==> src/rtl/pic_pkg.sv <==
// Shared constants, operation codes and controller/datapath interface types.
package pic_pkg;

   // Default sizing of the point store and coordinates.
   localparam int POINT_CAPACITY_DEF = 256;
   localparam int COORD_BITS_DEF     = 10;

   // Width of the reported count field.
   localparam int COUNT_BITS = 9;

   // Operation codes carried by an input word.
   typedef enum logic [1:0] {
      OP_CLEAR = 2'd0,
      OP_ADD   = 2'd1,
      OP_QUERY = 2'd2,
      OP_NONE  = 2'd3
   } op_type;

   // Commands from the controller to the datapath.
   typedef struct packed {
      logic clear;    // empty the store and drop the overflow flag
      logic add;      // append the presented point
      logic start;    // latch a query centre and radius, rewind the scan
      logic issue;    // read the next stored point into the pipeline
      logic publish;  // load the result register
   } cmd_type;

   // Status from the datapath to the controller.
   typedef struct packed {
      logic scan_done;  // every stored point has been issued
      logic pipe_busy;  // points are still moving through the pipeline
   } status_type;

endpackage

==> src/rtl/pic_ctrl.sv <==
// Controller state machine sequencing clear, add and query words.
module pic_ctrl
   import pic_pkg::*;
(
   input  logic       clock,
   input  logic       reset,
   input  logic       req_valid,
   output logic       req_ready,
   input  logic [1:0] req_op,
   output logic       rsp_valid,
   input  logic       rsp_ready,
   output cmd_type    cmd,
   input  status_type status
);

   typedef enum logic [1:0] {
      ST_IDLE,
      ST_SCAN,
      ST_DRAIN,
      ST_DONE
   } state_type;

   state_type state_ff, state_in;
   logic      rsp_valid_ff, rsp_valid_in;
   logic      accept;
   op_type    op;

   assign op        = op_type'(req_op);
   assign req_ready = (state_ff == ST_IDLE);
   assign accept    = req_valid && req_ready;
   assign rsp_valid = rsp_valid_ff;

   // Next state and commands.
   always_comb begin
      state_in = state_ff;
      cmd      = '0;
      case (state_ff)
         ST_IDLE: begin
            if (accept) begin
               case (op)
                  OP_CLEAR: cmd.clear = 1'b1;
                  OP_ADD:   cmd.add   = 1'b1;
                  OP_QUERY: begin
                     cmd.start = 1'b1;
                     state_in  = ST_SCAN;
                  end
                  default: ;
               endcase
            end
         end
         ST_SCAN: begin
            if (status.scan_done) begin
               state_in = ST_DRAIN;
            end else begin
               cmd.issue = 1'b1;
            end
         end
         ST_DRAIN: begin
            if (!status.pipe_busy) begin
               state_in = ST_DONE;
            end
         end
         ST_DONE: begin
            // Wait until the result register is free.
            if (!rsp_valid_ff || rsp_ready) begin
               cmd.publish = 1'b1;
               state_in    = ST_IDLE;
            end
         end
         default: state_in = ST_IDLE;
      endcase
   end

   // Result valid flag follows the result register.
   assign rsp_valid_in = cmd.publish || (rsp_valid_ff && !rsp_ready);

   // State and registered outputs.
   always_ff @(posedge clock) begin
      if (reset) begin
         state_ff     <= ST_IDLE;
         rsp_valid_ff <= 1'b0;
      end else begin
         state_ff     <= state_in;
         rsp_valid_ff <= rsp_valid_in;
      end
   end

endmodule

==> config.mk <==
export PLATFORM = sky130hd
export DESIGN_NAME = pic_ctrl
export DESIGN_NICKNAME = d
export VERILOG_FILES = /design/src/rtl/pic_pkg.sv /design/src/rtl/pic_ctrl.sv
export SDC_FILE = /design/constraint.sdc
export NUM_CORES = 1
export LEC_CHECK = 0
export ABC_AREA = 1
export BUFFER_PORTS_ARGS = -buffer_cell sky130_fd_sc_hd__clkbuf_2
export CORE_AREA = 2 2 39 41
export DETAILED_ROUTE_END_ITERATION = 10
export DIE_AREA = 0 0 41 43
export GPL_ROUTABILITY_DRIVEN = 0
export HOLD_SLACK_MARGIN = 0.1
export PLACE_DENSITY = 0.58
export REMOVE_ABC_BUFFERS = 1
export SYNTH_ARGS = -nofsm -noshare
export SYNTH_HDL_FRONTEND = slang
export SYNTH_SLANG_ARGS = --single-unit
==> constraint.sdc <==
create_clock -name clock -period 1.6 [get_ports clock]
set_clock_uncertainty 0.15 [all_clocks]
set_input_delay 0.16 -clock clock [delete_from_list [all_inputs] [get_ports clock]]
set_output_delay 0.16 -clock clock [all_outputs]
set_load 0.1 [all_outputs]
Word-level counts from Yosys, hierarchy flattened
Cells that the tools add are included.
{ "totals": {"memories": 0, "romBits": 0, "word_cells": 36, "latchBits": 0, "mem_bits_rw": 0, "inputBits": 8, "ff_bits": 3} }
{ "op_classes": {"reduce_logical": 9, "multipliers": 0, "shifts": 0, "div_mod_pow": 0, "addsub": 0, "n_mux": 15, "eq_ne": 10, "n_lt_le_gt_ge": 0, "bitwise_logic": 0} }
{ "op_table": {"columns": ["op", "count"], "rows": [
  ["two-way mux 2 bit", 5],
  ["case mux 2 bit (4 select lines)", 1],
  ["two-way mux 1 bit", 7],
  ["equality test 2 bit, second input constant", 3],
  ["two-way mux 3 bit", 2],
  ["inequality test 2 bit, second input constant", 3],
  ["AND reduction 5 bit", 1],
  ["equality test 2 x 1 -> 1 bit, second input constant", 2],
  ["zero test 2 bit", 2],
  ["inequality test 2 x 1 -> 1 bit, second input constant", 2],
  ["logical AND 1 bit", 2],
  ["zero test 1 bit", 2],
  ["logical OR 1 bit", 2]
]} }

Depth between registers and ports, before layout
{ "depth": {"word_depth": 5, "ltp_mapped": 8, "mapped_depth_nobuf": 8} }

Worst setup path before layout
No wires, ideal clock.
{ "synth_timing": {"path_kind": "register -> output", "start": "register state_ff[0]", "end": "output cmd[3] (netlist bit)", "path_stages_with_launch": 5, "path_slack_ns": -2.258, "path_buffers": 0, "arrival_time_ns": 3.548, "path_cell_list": "dfxtp_1 inv_1 ha_1 nand3_1 nor3_1"} }
{ "synth_rtl": {"columns": ["element", "line_no", "text"], "rows": [
  ["start, declared", "pic_ctrl.sv:23", "state_type state_ff, state_in;"],
  ["start signal, assigned", "pic_ctrl.sv:83", "state_ff <= state_in;"],
  ["end, declared", "pic_ctrl.sv:12", "output cmd_type cmd,"]
]} }

==> metrics.md <==
| Metric | Value |
|---|---|
| Antenna-violating nets left | `0` |
| Iteration count of the initial detailed-routing pass | `1` |
| I/O pin count | `15` |
| RSZ-0062 raised after global routing | `true` |
| IR Drop Worst-Case VDD | `0.795 mV` |
| Clk root buf | `sky130_fd_sc_hd__clkbuf_4` |
| TritonCTS clock tree | `yes` |
| Detailed placement HPWL | `606 um` |
| Leading cell type in the layout, fill and taps excluded | `sky130_fd_sc_hd__clkbuf_2` |
| Share of power burned in registers | `9.1%` |
| Post-synth cell types | `14` |
| Achievable Freq | `0.633 GHz` |
| Yosys warning count | `0` |
| Final-stage net count | `85` |
| Fraction of layout instances using a drive strength above 1 | `70.4%` |
| Number of max-slew violations in the final report | `0` |
| Total wire length | `803 um` |
| Die outline height | `43 um` |
| Number of antenna cells inserted | `0` |
| Transition time of the tightest slew-check pin | `0.540 ns` |
| Switching Fraction | `53.7%` |
| Standby leakage power | `0.000322 uW` |
| Post-layout util | `49.5%` |
| Part of the total power dissipated in combinational logic | `81.9%` |
| Die outline width | `41 um` |
| TritonCTS buffer count | `3` |
| All-layer global routing usage | `12.1%` |
| Number of cells traversed by the worst hold path | `6` |
| Logic depth of the worst path, buffers included | `5` |
| Clock share of power | `8.9%` |
| Setup crit end kind | `output pin` |
| Area overhead of the layout relative to synthesis | `105%` |
| Starting utilization of the core area | `24.1%` |
| Number of cells traversed by the worst register-to-register path | `5` |
| Pin count of the biggest net entering global routing | `5` |
| Hold Path Class | `in -> reg` |
| Via count of the first global-routing pass | `359` |
| Max incr delay on CP | `0.32 ns` |
| TNS Setup | `0 ns` |
| Headroom to the max-slew limit | `64.2%` |
| Internal power consumption | `669 uW` |
| Total die area | `0.00176 mm2` |
| Initial DRC Count | `0` |
| Worst-path cell chain | `inv_4 -> ha_4 -> nand3_4 -> nor3_4 -> buf_12` |
| Clock latency on the worst-skew pair | `0.23 ns` |
| Post-Syn Area per Cell | `7.26 um2` |
| Largest fanout on the critical path | `3` |
| Overflow left after global routing | `0` |
| Net Switching | `776 uW` |
| Data required time at the worst endpoint | `1.29 ns` |
| Power density over the cells | `2110 mW/mm2` |
| Number of placed cells counting well taps | `80` |
| Arrival time of data at the critical path endpoint | `1.27 ns` |
| Layout Cells excl Fill | `87` |
| Highest-count cells in the layout ignoring fill and taps | `8 x sky130_fd_sc_hd__clkbuf_2, 6 x sky130_fd_sc_hd__inv_1, 6 x sky130_fd_sc_hd__buf_12` |
| Wire length of the first global-routing pass | `1430 um` |
| Synthesis-stage register bit count | `3` |
| Power after layout | `1440 uW` |
| Fin. Hold Viols | `0` |
| Total of buffers placed on input and output ports | `14` |
| Run status | `completed` |
| CORE AREA | `0.00138 mm2` |
| Number of clock sinks | `3` |
| Netlist Area Pre-Place | `334 um2` |
| Clock transition time at the flip-flop clock pins of the worst setup and hold paths | `0.04 ns` |
| Largest delay share family, worst path | `flip-flops` |
| Critical-path top delay cell | `sky130_fd_sc_hd__dfxtp_2` |
| Worst setup SP type | `flip-flop` |
| DRC violation count after routing | `0` |
| Buffers and inverters on the worst path | `2` |
| Post-DR vias/cell | `4.10` |
| CTS Buffer Depth | `2` |
| Worst Path Class, Setup | `reg -> out` |
| Vias | `357` |
| H-Tree Level Count | `1` |
| WL/cell | `9.23 um` |
| Proportion of synthesized chip area in sequential cells | `18.0%` |
| Share of the cycle needed by the critical path after routing | `98.8%` |
| Num rows | `14` |
| Time the worst path needs with I/O delays and setup | `1.58 ns` |
| Number of maximum-capacitance violations | `0` |
| Antenna violations before repair | `0` |
| Final setup viols | `0` |
| Number of instances in the synthesized netlist | `46` |
## cells in the mapped netlist
master | n | share of area (%)
sky130_fd_sc_hd__nand2_4 | 1 | 3.4
sky130_fd_sc_hd__nand3_1 | 1 | 1.5
sky130_fd_sc_hd__nor2_1 | 4 | 4.5
sky130_fd_sc_hd__dfxtp_1 | 3 | 18
sky130_fd_sc_hd__nand3_2 | 4 | 12
sky130_fd_sc_hd__nand2_2 | 4 | 7.5
sky130_fd_sc_hd__ha_1 | 5 | 19
sky130_fd_sc_hd__nor2_2 | 2 | 3.7
sky130_fd_sc_hd__inv_1 | 10 | 11
sky130_fd_sc_hd__nor2_4 | 2 | 6.7
sky130_fd_sc_hd__a21oi_1 | 2 | 3.0
sky130_fd_sc_hd__inv_2 | 1 | 1.1
sky130_fd_sc_hd__nand2_1 | 5 | 5.6
sky130_fd_sc_hd__nor3_1 | 2 | 3.0
## worst register-to-register path: stages (launching register included)
cell and delay [ns]:
sky130_fd_sc_hd__dfxtp_2 0.32, sky130_fd_sc_hd__buf_4 0.15, sky130_fd_sc_hd__ha_4 0.16, sky130_fd_sc_hd__inv_2 0.06, sky130_fd_sc_hd__a21oi_1 0.05, sky130_fd_sc_hd__dlygate4sd3_1 0.54
## per-layer routing
metal  part of all wire, %  global-route usage (%)  vias to the layer above
met5                     0                       0                        -
met4                     0                    4.00                        0
met3                   6.2                    3.14                        0
met2                    59                    22.5                       12
met1                    35                    11.8                      157
li1                      -                       -                      188
## layout make-up
cell class / count / area (um2)
fillers: 130 / 699
multi-input cells: 32 / 312
repair buffers: 21 / 218
flip-flops and latches: 3 / 62.6
inverters: 11 / 46.3
clock buffers: 4 / 26.3
well taps: 16 / 20.0
## registers in the layout (all words and copies together) (netlist names)
| register | count |
|---|---|
| state_ff | 2 |
| rsp_valid | 1 |
## cells by family (layout without fill, tap and decap cells)
logic type | count (synthesis) | in the layout | synth area share [%]
and+or+nand+nor | 25 | 25 | 47.9
adders and majority gates | 5 | 5 | 18.7
AOI/OAI and AO/OA | 2 | 2 | 3.00
DFF | 3 | 3 | 18.0
buffers and inverters | 11 | 36 | 12.4
## power groups by stage
stage	registers [uW]	logic, uW	clock network [uW]
5_1_grt	134	1280	144
2_1_floorplan	140	657	0
4_1_cts	132	1160	135
6_report	132	1180	129
3_3_place_gp	114	996	0
3_5_place_dp	115	1000	0
## final timing paths
| path | to | start | slack (ns) |
|---|---|---|---|
| min | state_ff[1] | status[0] | 0.25 |
| max reg2reg | rsp_valid | state_ff[0] | 0.05 |
| max | cmd[3] | state_ff[1] | 0.02 |
| min reg2reg | state_ff[1] | state_ff[1] | 0.49 |
## stage by stage
step	hold WS (ns)	area (um2)	setup WS (ns)
after global placement	0.194	544	0.103
after CTS	0.248	676	-0.0114
after floorplan	0.0791	334	-2.26
final	0.253	684	0.0197
after detailed placement	0.188	544	0.0576
after global routing	0.285	684	-0.0408
## timing repair
item | CTS | global route
pin swaps | 4 | 2
gates resized for setup | 18 | 4
hold buffers | 2 | 0
cloned | 0 | 0
endpoints found under the hold margin | 3 | 0
setup endpoints to repair | 4 | 6
buffers inserted | 1 | 0
Power figures use the tool's default switching activity.
